## src/rtl/core/gm_pkg.sv

```systemverilog
// Shared constants, function codes and control types for the glob matcher.
package gm_pkg;

    localparam int DEF_PATTERN_DEPTH = 16;
    localparam int DEF_SUBJECT_DEPTH = 16;

    localparam int CHAR_W = 8;
    localparam int FUNC_W = 2;

    localparam logic [FUNC_W-1:0] FN_PAT = 2'd0;
    localparam logic [FUNC_W-1:0] FN_SUB = 2'd1;
    localparam logic [FUNC_W-1:0] FN_RUN = 2'd2;

    localparam logic [CHAR_W-1:0] STAR_CODE  = 8'h2A;
    localparam logic [CHAR_W-1:0] QMARK_CODE = 8'h3F;

    typedef struct packed {
        logic              pat_we;
        logic              sub_we;
        logic              start;
        logic [CHAR_W-1:0] data;
    } gm_cmd_t;

    typedef struct packed {
        logic done;
        logic hit;
    } gm_sts_t;

endpackage

```

## src/rtl/core/gm_if.sv

```systemverilog
// Valid/ready channel interfaces for the glob matcher input and result words.
interface gm_in_if;
    import gm_pkg::*;

    logic              valid;
    logic              ready;
    logic [FUNC_W-1:0] func;
    logic [CHAR_W-1:0] char_code;

    modport source (output valid, output func, output char_code, input ready);
    modport sink (input valid, input func, input char_code, output ready);
endinterface

interface gm_out_if;
    logic valid;
    logic ready;
    logic matched;
    logic overflowed;

    modport source (output valid, output matched, output overflowed, input ready);
    modport sink (input valid, input matched, input overflowed, output ready);
endinterface

```

## src/rtl/core/gm_walker.sv

```systemverilog
// Pattern and subject stores with the sequencer that walks them for one match run.
module gm_walker #(
    parameter int PATTERN_DEPTH = gm_pkg::DEF_PATTERN_DEPTH,
    parameter int SUBJECT_DEPTH = gm_pkg::DEF_SUBJECT_DEPTH,
    localparam int PLW = $clog2(PATTERN_DEPTH + 1),
    localparam int SLW = $clog2(SUBJECT_DEPTH + 1)
) (
    input  logic             clk,
    input  logic             rst_n,
    input  gm_pkg::gm_cmd_t  cmd,
    input  logic [PLW-1:0]   pat_len,
    input  logic [SLW-1:0]   sub_len,
    output gm_pkg::gm_sts_t  sts
);
    import gm_pkg::*;

    localparam int PIW = (PATTERN_DEPTH > 1) ? $clog2(PATTERN_DEPTH) : 1;
    localparam int SIW = (SUBJECT_DEPTH > 1) ? $clog2(SUBJECT_DEPTH) : 1;

    localparam logic [1:0] W_IDLE  = 2'd0;
    localparam logic [1:0] W_FETCH = 2'd1;
    localparam logic [1:0] W_EVAL  = 2'd2;

    logic [CHAR_W-1:0] pat_mem [PATTERN_DEPTH];
    logic [CHAR_W-1:0] sub_mem [SUBJECT_DEPTH];
    logic [CHAR_W-1:0] pat_rd_reg;
    logic [CHAR_W-1:0] sub_rd_reg;

    logic [1:0]     state_reg, state_next;
    logic [PLW-1:0] p_reg, p_next;
    logic [SLW-1:0] s_reg, s_next;
    logic [PLW-1:0] rp_reg, rp_next;
    logic [SLW-1:0] rs_reg, rs_next;
    logic           star_reg, star_next;
    logic           done_reg, done_next;
    logic           hit_reg, hit_next;

    logic [PLW-1:0] p_inc;
    logic [SLW-1:0] s_inc;
    logic [SLW-1:0] rs_inc;
    logic           p_lt;
    logic           s_lt;
    logic           is_star;
    logic           lit_ok;

    always_ff @(posedge clk)
    begin
        if (cmd.pat_we)
        begin
            pat_mem[pat_len[PIW-1:0]] <= cmd.data;
        end
        if (cmd.sub_we)
        begin
            sub_mem[sub_len[SIW-1:0]] <= cmd.data;
        end
        pat_rd_reg <= pat_mem[p_reg[PIW-1:0]];
        sub_rd_reg <= sub_mem[s_reg[SIW-1:0]];
    end

    assign p_inc   = p_reg + PLW'(1);
    assign s_inc   = s_reg + SLW'(1);
    assign rs_inc  = rs_reg + SLW'(1);
    assign p_lt    = p_reg < pat_len;
    assign s_lt    = s_reg < sub_len;
    assign is_star = pat_rd_reg == STAR_CODE;
    assign lit_ok  = (pat_rd_reg == sub_rd_reg) || (pat_rd_reg == QMARK_CODE);

    always_comb
    begin
        state_next = state_reg;
        p_next     = p_reg;
        s_next     = s_reg;
        rp_next    = rp_reg;
        rs_next    = rs_reg;
        star_next  = star_reg;
        done_next  = 1'b0;
        hit_next   = hit_reg;
        unique case (state_reg)
            W_IDLE:
            begin
                if (cmd.start)
                begin
                    p_next     = '0;
                    s_next     = '0;
                    rp_next    = '0;
                    rs_next    = '0;
                    star_next  = 1'b0;
                    state_next = W_FETCH;
                end
            end
            W_FETCH:
            begin
                if (!s_lt && !p_lt)
                begin
                    done_next  = 1'b1;
                    hit_next   = 1'b1;
                    state_next = W_IDLE;
                end
                else
                begin
                    state_next = W_EVAL;
                end
            end
            W_EVAL:
            begin
                state_next = W_FETCH;
                if (s_lt)
                begin
                    if (p_lt && is_star)
                    begin
                        p_next = p_inc;
                        if (p_inc >= pat_len)
                        begin
                            done_next  = 1'b1;
                            hit_next   = 1'b1;
                            state_next = W_IDLE;
                        end
                        else
                        begin
                            star_next = 1'b1;
                            rp_next   = p_inc;
                            rs_next   = s_inc;
                        end
                    end
                    else if (p_lt && lit_ok)
                    begin
                        p_next = p_inc;
                        s_next = s_inc;
                    end
                    else if (!star_reg)
                    begin
                        done_next  = 1'b1;
                        hit_next   = 1'b0;
                        state_next = W_IDLE;
                    end
                    else
                    begin
                        p_next  = rp_reg;
                        s_next  = rs_reg;
                        rs_next = rs_inc;
                    end
                end
                else if (is_star)
                begin
                    p_next = p_inc;
                end
                else
                begin
                    done_next  = 1'b1;
                    hit_next   = 1'b0;
                    state_next = W_IDLE;
                end
            end
            default:
            begin
                state_next = W_IDLE;
            end
        endcase
    end

    always_ff @(posedge clk or negedge rst_n)
    begin
        if (!rst_n)
        begin
            state_reg <= W_IDLE;
            done_reg  <= 1'b0;
        end
        else
        begin
            state_reg <= state_next;
            done_reg  <= done_next;
        end
    end

    always_ff @(posedge clk)
    begin
        p_reg    <= p_next;
        s_reg    <= s_next;
        rp_reg   <= rp_next;
        rs_reg   <= rs_next;
        star_reg <= star_next;
        hit_reg  <= hit_next;
    end

    assign sts = '{done: done_reg, hit: hit_reg};

endmodule

```

## src/rtl/core/wildcard_glob_matcher_unit.sv

```systemverilog
// Glob matcher top level: command handshake, store lengths, overflow flag and result register.
//
// Each input word either appends one byte to the pattern or subject store, or runs a match.
// Appends and ignored codes leave the block idle, so the input stays ready for the next word.
// A run walks both stores with the single-star backtracking scan; each walk step passes
// through a fetch state that issues one registered read to each store and an evaluate state
// that checks the fetched pair. The step count is at most roughly (PATTERN_DEPTH + 1) *
// (SUBJECT_DEPTH + 1); a run after an overflow skips the walk and answers with no match.
// The input is not ready during a run. The result word sits in an output register, so
// appends for the next run are taken while it waits to be read. Each run resets both store
// lengths and the overflow flag once its result is registered.
module wildcard_glob_matcher_unit #(
    parameter int PATTERN_DEPTH = gm_pkg::DEF_PATTERN_DEPTH,
    parameter int SUBJECT_DEPTH = gm_pkg::DEF_SUBJECT_DEPTH
) (
    input  logic     clk,
    input  logic     rst_n,
    gm_in_if.sink    in_ch,
    gm_out_if.source out_ch
);
    import gm_pkg::*;

    localparam int PLW = $clog2(PATTERN_DEPTH + 1);
    localparam int SLW = $clog2(SUBJECT_DEPTH + 1);

    localparam logic [1:0] T_IDLE = 2'd0;
    localparam logic [1:0] T_WALK = 2'd1;
    localparam logic [1:0] T_HOLD = 2'd2;

    logic [1:0]     state_reg, state_next;
    logic [PLW-1:0] pat_len_reg, pat_len_next;
    logic [SLW-1:0] sub_len_reg, sub_len_next;
    logic           ovf_reg, ovf_next;
    logic           hit_reg, hit_next;
    logic           out_valid_reg, out_valid_next;
    logic           matched_reg, matched_next;
    logic           overflowed_reg, overflowed_next;

    logic    accept;
    logic    pat_room;
    logic    sub_room;
    gm_cmd_t cmd;
    gm_sts_t sts;

    assign in_ch.ready = state_reg == T_IDLE;
    assign accept      = in_ch.valid && in_ch.ready;
    assign pat_room    = pat_len_reg < PLW'(PATTERN_DEPTH);
    assign sub_room    = sub_len_reg < SLW'(SUBJECT_DEPTH);

    assign cmd.pat_we = accept && (in_ch.func == FN_PAT) && pat_room;
    assign cmd.sub_we = accept && (in_ch.func == FN_SUB) && sub_room;
    assign cmd.start  = accept && (in_ch.func == FN_RUN) && !ovf_reg;
    assign cmd.data   = in_ch.char_code;

    gm_walker #(
        .PATTERN_DEPTH (PATTERN_DEPTH),
        .SUBJECT_DEPTH (SUBJECT_DEPTH)
    ) u_walker (
        .clk     (clk),
        .rst_n   (rst_n),
        .cmd     (cmd),
        .pat_len (pat_len_reg),
        .sub_len (sub_len_reg),
        .sts     (sts)
    );

    always_comb
    begin
        state_next      = state_reg;
        pat_len_next    = pat_len_reg;
        sub_len_next    = sub_len_reg;
        ovf_next        = ovf_reg;
        hit_next        = hit_reg;
        out_valid_next  = out_valid_reg && !out_ch.ready;
        matched_next    = matched_reg;
        overflowed_next = overflowed_reg;
        unique case (state_reg)
            T_IDLE:
            begin
                if (accept)
                begin
                    unique case (in_ch.func)
                        FN_PAT:
                        begin
                            if (pat_room)
                            begin
                                pat_len_next = pat_len_reg + PLW'(1);
                            end
                            else
                            begin
                                ovf_next = 1'b1;
                            end
                        end
                        FN_SUB:
                        begin
                            if (sub_room)
                            begin
                                sub_len_next = sub_len_reg + SLW'(1);
                            end
                            else
                            begin
                                ovf_next = 1'b1;
                            end
                        end
                        FN_RUN:
                        begin
                            if (ovf_reg)
                            begin
                                hit_next   = 1'b0;
                                state_next = T_HOLD;
                            end
                            else
                            begin
                                state_next = T_WALK;
                            end
                        end
                        default:
                        begin
                            state_next = T_IDLE;
                        end
                    endcase
                end
            end
            T_WALK:
            begin
                if (sts.done)
                begin
                    hit_next   = sts.hit;
                    state_next = T_HOLD;
                end
            end
            T_HOLD:
            begin
                if (!out_valid_reg || out_ch.ready)
                begin
                    out_valid_next  = 1'b1;
                    matched_next    = hit_reg;
                    overflowed_next = ovf_reg;
                    pat_len_next    = '0;
                    sub_len_next    = '0;
                    ovf_next        = 1'b0;
                    state_next      = T_IDLE;
                end
            end
            default:
            begin
                state_next = T_IDLE;
            end
        endcase
    end

    always_ff @(posedge clk or negedge rst_n)
    begin
        if (!rst_n)
        begin
            state_reg     <= T_IDLE;
            pat_len_reg   <= '0;
            sub_len_reg   <= '0;
            ovf_reg       <= 1'b0;
            out_valid_reg <= 1'b0;
        end
        else
        begin
            state_reg     <= state_next;
            pat_len_reg   <= pat_len_next;
            sub_len_reg   <= sub_len_next;
            ovf_reg       <= ovf_next;
            out_valid_reg <= out_valid_next;
        end
    end

    always_ff @(posedge clk)
    begin
        hit_reg        <= hit_next;
        matched_reg    <= matched_next;
        overflowed_reg <= overflowed_next;
    end

    assign out_ch.valid      = out_valid_reg;
    assign out_ch.matched    = matched_reg;
    assign out_ch.overflowed = overflowed_reg;

endmodule

```

## src/flat_wrapper.sv

```systemverilog
// flat-port wrapper written by rule: the top's interface ports become plain ports
module wildcard_glob_matcher_unit_flat import gm_pkg::*;
#(
    parameter int PATTERN_DEPTH = gm_pkg::DEF_PATTERN_DEPTH,
    parameter int SUBJECT_DEPTH = gm_pkg::DEF_SUBJECT_DEPTH
)
  (clk, rst_n, in_ch_valid, in_ch_func, in_ch_char_code, in_ch_ready, out_ch_valid, out_ch_matched, out_ch_overflowed, out_ch_ready);
  gm_in_if in_ch_i ();
  gm_out_if out_ch_i ();
  input  logic clk;
  input  logic rst_n;
  input wire logic [$bits(in_ch_i.valid)-1:0] in_ch_valid;
  input wire logic [$bits(in_ch_i.func)-1:0] in_ch_func;
  input wire logic [$bits(in_ch_i.char_code)-1:0] in_ch_char_code;
  output wire logic [$bits(in_ch_i.ready)-1:0] in_ch_ready;
  output wire logic [$bits(out_ch_i.valid)-1:0] out_ch_valid;
  output wire logic [$bits(out_ch_i.matched)-1:0] out_ch_matched;
  output wire logic [$bits(out_ch_i.overflowed)-1:0] out_ch_overflowed;
  input wire logic [$bits(out_ch_i.ready)-1:0] out_ch_ready;
  assign in_ch_i.valid = in_ch_valid;
  assign in_ch_i.func = in_ch_func;
  assign in_ch_i.char_code = in_ch_char_code;
  assign in_ch_ready = in_ch_i.ready;
  assign out_ch_valid = out_ch_i.valid;
  assign out_ch_matched = out_ch_i.matched;
  assign out_ch_overflowed = out_ch_i.overflowed;
  assign out_ch_i.ready = out_ch_ready;
  wildcard_glob_matcher_unit #(.PATTERN_DEPTH(PATTERN_DEPTH), .SUBJECT_DEPTH(SUBJECT_DEPTH)) u_core (.clk(clk), .rst_n(rst_n), .in_ch(in_ch_i), .out_ch(out_ch_i));
endmodule
```

## config.mk

```make
export PLATFORM = sky130hd
export DESIGN_NAME = wildcard_glob_matcher_unit_flat
export DESIGN_NICKNAME = d
export VERILOG_FILES = /design/src/rtl/core/gm_pkg.sv /design/src/rtl/core/gm_if.sv /design/src/rtl/core/gm_walker.sv /design/src/rtl/core/wildcard_glob_matcher_unit.sv /design/src/flat_wrapper.sv
export SDC_FILE = /design/constraint.sdc
export NUM_CORES = 1
export LEC_CHECK = 0
export ABC_AREA = 1
export BUFFER_PORTS_ARGS = -buffer_cell sky130_fd_sc_hd__buf_2
export CAP_MARGIN = 20
export CORE_UTILIZATION = 40
export DETAILED_ROUTE_END_ITERATION = 16
export PLACE_DENSITY = 0.58
export SLEW_MARGIN = 0
export SYNTH_ARGS = -nofsm -noshare
export SYNTH_HDL_FRONTEND = slang
export SYNTH_SLANG_ARGS = --single-unit
export TNS_END_PERCENT = 20
```

## constraint.sdc

```tcl
create_clock -name clk -period 7.9 [get_ports clk]
set_input_delay 1.58 -clock clk [delete_from_list [all_inputs] [get_ports clk]]
set_output_delay 1.58 -clock clk [all_outputs]
set_load 0.005 [all_outputs]
```

==> impl_metrics.toml, run 1 <==
[power]
total_power_mw = 3.31
p_per_area_nw_per_um2 = 225
leakage_nw = 5.01
vdd_drop_max_mv = 0.146

[setup_path]
timing.rr.start = "u_core.u_walker.p_reg[1]"
startpoint = "u_core.u_walker.p_reg[1]"
required_ns = 8.03
worstReg2RegEnd = "u_core.u_walker.rp_reg[3]"
r2r_cells = 13
end_kind = "flop"
cp.arrival_ns = 3.66
cp_max_fo = 67
regToRegSetupSlack_ns = 4.37
start_kind = "flop"
criticalPathCategory = "reg2reg"

[place]
dp.cells = 1454
dp_worst_setup_slack_ns = 4.09
dp_hpwl_um = 18200
portBuffers = 17
gp_congestion = 0.788
place_area_um2 = 13700

[global_route]
antenna_found_initial = 0
grt_pass1_wl_um = 45400
grt-ovfl-total = 0
grt_max_degree = 68
grt_pass1_vias = 7814
track_usage_pct = 17.8

[yosys]
ys_types = 43
yosysTopAreaCell = "edfxtp_1"
ys_seq_area_share_pct = 69.6
async_reset_ff_share_pct = 5.41
syn_inst = 1036
synth_nets = 1079
synthesis.area_um2 = 13200
yosysMostFrequentCell = "edfxtp_1"
ys_top_cells_by_area = "edfxtp_1 64%, nor2_1 5.1%, dfrtp_1 3.2%"
yosys_warnings = 0
synthFlopType = "edfxtp_1"
yosysTopAreaCellShare_pct = 63.9
synth_edf_count = 281
avgSynthCellArea_um2 = 12.7
ys_ff_latch = 314
synth_common_cells = "281 x edfxtp_1, 181 x nor2_1, 90 x nand2_1, 77 x o21ai_0, 55 x inv_1"

[timing]
finalSetupViolCount = 0
slew_headroom_pct = 37.4
setup_ws_ns = 4.37
clock_skew_ns = 0.0161
fin_crit_sh_pct = 44.7
hold_slack_ns = 0.428
setup-tns-final_ns = 0
rsz0062_at_grt = "false"
post-route-min-period_ns = 3.53
maxSlewViolCount = 0
hold_violations = 0
fmax_ghz = 0.283
worst_pin_slew_ns = 0.938

[die]
die_y_um = 184
top_level_ports = 18
row_count = 66
core_um2 = 32500
initial_core_util_pct = 40.6
die-area_um2 = 33700
die_x_um = 184

[clocking]
cts_resized = 0
tritoncts = "done"
max-clock-path-buffers = 3
post_cts_buffers = 0
clk_pin_slew_ns = 0.06
postCtsHoldBufs = 0
insertion_delay_ns = 0.50
root_buffer = "clkbuf_16"
cts_made_buffers = 34
cts_sinks = 314
h-tree-depth = 2

[routing]
firstDrtPassIters = 5
drc = 0
final_antenna_net_count = 0
wl_um = 29200
wire_per_inst_um = 19.2
viasPerCell = 5.24
drtIter0Drc = 643
num_vias = 7936

[layout]
syn_to_final_growth_pct = 11.5
postLayoutCellArea_um2 = 14700
nets = 1091
drive_above_1_share_pct = 8.68
instances_no_fill = 1515
post-route-util_pct = 45.2

[worst_hold_path]
hold_depth = 0
min_path_type = "reg2reg"
worstHoldEndpoint = "u_core.out_ch.matched"
worstHoldStart = "u_core.hit_reg"

[job]
maxCapViolations = 0

[outcome]
status = "finished clean"
[final cells by class]
cell class                      instances  area (um^2)
Antenna cell                            1         2.50
Timing Repair Buffer                   23          130
Fill cell                            2994        17800
Clock inverter                         17          128
Tap cell                              442          553
Sequential cell                       314         9180
Inverter                               66          248
Multi-Input combinational cell        609         3560
Clock buffer                           43          906
[power by group]
group / switching [mW] / total (mW) / internal, mW
registers: 0.000267 / 1.81 / 1.81
clock network: 0.601 / 1.48 / 0.874
logic: 0.0274 / 0.0301 / 0.00264
[worst max-delay path, stage by stage (launching register included)]
cell and delay [ns]:
edfxtp_1 0.32, buf_4 0.49, ha_1 0.30, nand3_1 0.10
xor2_1 0.25, inv_1 0.07, ha_1 0.31, nand2_1 0.08
inv_1 0.04, nand4_1 0.06, nand2_1 0.05, nor3_1 0.30
o21ai_1 0.14, nor3_1 0.63
[kinds of logic (layout without fill, tap and decap cells)]
logic type      after synthesis  count (layout)  synth area share, %
compound gates              194             194                 9.75
xor+xnor                     16              16                 1.06
fa+ha+maj                    29              29                 2.75
buf+inv                     113             149                 3.45
flops                       314             314                 69.6
mux                          36              36                 2.73
other cells                   0               1                    0
simple gates                334             334                 10.7
[metal layers]
layer	wire (um)	GRT usage, %
met2	13600	27.9
met5	0	0
met3	1650	2.95
met1	13500	25.5
met4	490	4.87
[worst max-delay path by stage]
stage / slack, ns / end / cells past startpoint
after floorplan: 4.79 / u_core.u_walker.s_reg[0] / 7
after global routing: 4.00 / u_core.u_walker.rp_reg[0] / 13
after global placement: 4.14 / u_core.u_walker.sub_mem[0][1] / 6
after detailed placement: 4.09 / u_core.u_walker.sub_mem[12][3] / 6
final: 4.37 / u_core.u_walker.rp_reg[3] / 13
after CTS: 4.34 / u_core.u_walker.rp_reg[0] / 13
[placed cells by master (no fill, tap or decap), types with 2 or more instances in the layout]
| master | synthesis | routed |
|---|---|---|
| edfxtp_1 | 281 | 281 |
| nor2_1 | 181 | 181 |
| nand2_1 | 90 | 90 |
| o21ai_0 | 77 | 77 |
| inv_1 | 55 | 55 |
| mux2i_1 | 36 | 36 |
| o221ai_1 | 36 | 36 |
| clkbuf_16 | 0 | 35 |
| nand3_1 | 33 | 33 |
| ha_1 | 29 | 29 |
| o32ai_1 | 28 | 28 |
| a21oi_1 | 18 | 18 |
| buf_2 | 13 | 17 |
| dfrtp_1 | 17 | 17 |
| dfxtp_1 | 16 | 16 |
| clkinv_1 | 4 | 15 |
| o211ai_1 | 13 | 13 |
| xor2_1 | 8 | 8 |
| xnor2_1 | 8 | 8 |
| o21ai_1 | 8 | 8 |
| clkbuf_1 | 26 | 8 |
| inv_2 | 7 | 7 |
| nand4_1 | 6 | 6 |
| nand2_2 | 6 | 6 |
| buf_4 | 4 | 6 |
| o22ai_1 | 5 | 5 |
| nor2_4 | 4 | 4 |
| nor3_1 | 3 | 3 |
| or2_2 | 2 | 2 |
| o2111ai_1 | 2 | 2 |
| nor2_2 | 2 | 2 |
| nor4_1 | 2 | 2 |
| a211oi_2 | 2 | 2 |
| clkinv_2 | 0 | 2 |
| bufinv_16 | 0 | 2 |
Power figures use the tool's default switching activity.
==> run 2, diff against run 1 <==
PLACE_DENSITY = 0.6   (was 0.58)
clock period = 3.2 ns   (was 7.9 ns; I/O delays follow)
==> impl_metrics.toml, run 2 (same netlist as run 1, synthesis figures left out) <==
[global_route]
grt_pass1_wl_um = 45600
antenna_found_initial = 0
track_usage_pct = 17.8
grt-busiest-layer = "met2"
grt_util_met3_pct = 2.71
grt_max_degree = 69
use_met2_pct = 28.2
use_met1_pct = 25.4
grt_pass1_vias = 7776
grt-ovfl-total = 0

[die]
die_y_um = 184
top_level_ports = 18
die_x_um = 184
row_count = 66
core_um2 = 32500
initial_core_util_pct = 40.6
die-area_um2 = 33700

[layout]
syn_to_final_growth_pct = 13.4
diodes = 0
nets = 1107
drive_above_1_share_pct = 11.4
layout.cells.most_common_list = "281 x edfxtp_1, 181 x nor2_1, 90 x nand2_1, 77 x o21ai_0, 55 x inv_1"
mostFrequentLayoutCell = "edfxtp_1"

[power]
switching_share_pct = 18.8
pwr-share-comb_pct = 0.9
p_int_mw = 6.97
power_switching_mw = 1.62
leakage_nw = 5.18
vdd_drop_max_mv = 0.409
p_per_area_nw_per_um2 = 574
p_seq_share_pct = 51.9
power_frac_clock_pct = 47.2

[setup_path]
slowest_stage = "edfxtp_1"
criticalPathCategory = "reg2reg"
cp_slowest_stage_delay_ns = 0.43
cp.arrival_ns = 3.08
regToRegSetupSlack_ns = 0.33
required_ns = 3.41
worstPathCellList = "ha_1 > nand3_1 > xor2_1 > inv_1 > ha_1 > nand2_1 > inv_1 > nand4_1 > nand2_1 > nor3_1 > o21ai_1 > a211oi_2"
r2r_cells = 12
end_kind = "flop"
cp_max_fo = 5
timing.rr.start = "u_core.u_walker.p_reg[0]"
worstReg2RegEnd = "u_core.u_walker.rs_reg[2]"
start_kind = "flop"

[clocking]
postCtsHoldBufs = 0
post_cts_buffers = 0
cts_sinks = 314
tritoncts = "done"
root_buffer = "clkbuf_16"
cts_resized = 0
max-clock-path-buffers = 3
cts_made_buffers = 31
clk_pin_slew_ns = 0.06
h-tree-depth = 1
insertion_delay_ns = 0.57

[timing]
hold_violations = 0
setup-tns-final_ns = 0
post-route-min-period_ns = 2.87
fmax_ghz = 0.349
slew_headroom_pct = 37.1
worst_pin_slew_ns = 0.942
fin_crit_sh_pct = 89.7
rsz0062_at_grt = "false"
maxSlewViolCount = 0
clock_skew_ns = 0.0131
finalSetupViolCount = 0
setup_ws_ns = 0.331

[routing]
viasPerCell = 5.24
num_vias = 8023
final_antenna_net_count = 0
wl_um = 29200
firstDrtPassIters = 5
drtIter0Drc = 696
wire_per_inst_um = 19.0
drc = 0

[worst_hold_path]
min_path_type = "in2async"

[outcome]
status = "finished clean"

[place]
portBuffers = 17
gp_congestion = 0.867
dp_worst_setup_slack_ns = 0.199
dp_hpwl_um = 18100

[job]
maxCapViolations = 0
==> run 2: changes by cell type in the layout (fill, tap and decap cells not counted), moves of 2 or more <==
cell       previous run  this run
bufinv_16             2         9
clkbuf_1              8         3
clkinv_2              2         9
clkbuf_16            35        31
inv_6                 1         3
clkinv_1             15         6
buf_4                 6        24
==> run 2: worst max-delay path: cells and delay by family, from the launching register on <==
family	cells	cell delay [ns]
buffers and inverters	2	0.12
AND/OR/NAND/NOR	5	0.55
XOR/XNOR	1	0.28
flip-flops	1	0.43
adder cells (fa/ha/maj)	2	0.56
AO/OA/AOI/OAI	2	0.58
==> run 2: worst max-delay path by stage <==
stage                                        start                   endpoint  slack, ns  cells after the start
after floorplan           u_core.u_walker.p_reg[0]  u_core.u_walker.rp_reg[0]       0.36                     14
after global placement    u_core.u_walker.p_reg[0]  u_core.u_walker.rs_reg[1]       0.31                      9
after detailed placement  u_core.u_walker.p_reg[0]  u_core.u_walker.rs_reg[2]       0.20                      9
after CTS                 u_core.u_walker.p_reg[0]  u_core.u_walker.rs_reg[2]       0.18                      9
after global routing      u_core.u_walker.p_reg[0]  u_core.u_walker.rs_reg[2]       0.08                     12
final                     u_core.u_walker.p_reg[0]  u_core.u_walker.rs_reg[2]       0.33                     12
==> run 2: metrics by stage <==
step,hold slack [ns],utilization (%),area [um^2],cells,power (mW)
finish,0.000812,46.0,15000,1531,8.59
global route,0.0264,46.0,15000,1531,8.81
CTS,0.0122,46.0,15000,1531,8.66
detailed placement,0.445,42.5,13800,1473,4.63
global placement,0.434,42.5,13800,1473,4.62
floorplan,0.344,-,13200,1036,4.55
==> run 2: cell type report <==
type                            instances  area (um^2)
Timing Repair Buffer                   42          277
Multi-Input combinational cell        609         3560
Sequential cell                       314         9180
Fill cell                            2904        17600
Clock inverter                         24          360
Tap cell                              442          553
Clock buffer                           34          787
Inverter                               66          248
==> run 2: per-layer routing <==
layer / share of wire, % / vias to the layer above
met2: 47 / 218
met5: 0 / -
met1: 45 / 3919
met4: 2.0 / 0
met3: 6.0 / 44
li1: - / 3842
==> run 2: power groups by stage <==
stage | sequential (mW) | combinational, mW | clock, mW
finish | 4.46 | 0.0763 | 4.05
global route | 4.45 | 0.0841 | 4.27
CTS | 4.46 | 0.0793 | 4.12
detailed placement | 4.54 | 0.0801 | 0
global placement | 4.54 | 0.0782 | 0
floorplan | 4.55 | 0.00159 | 0
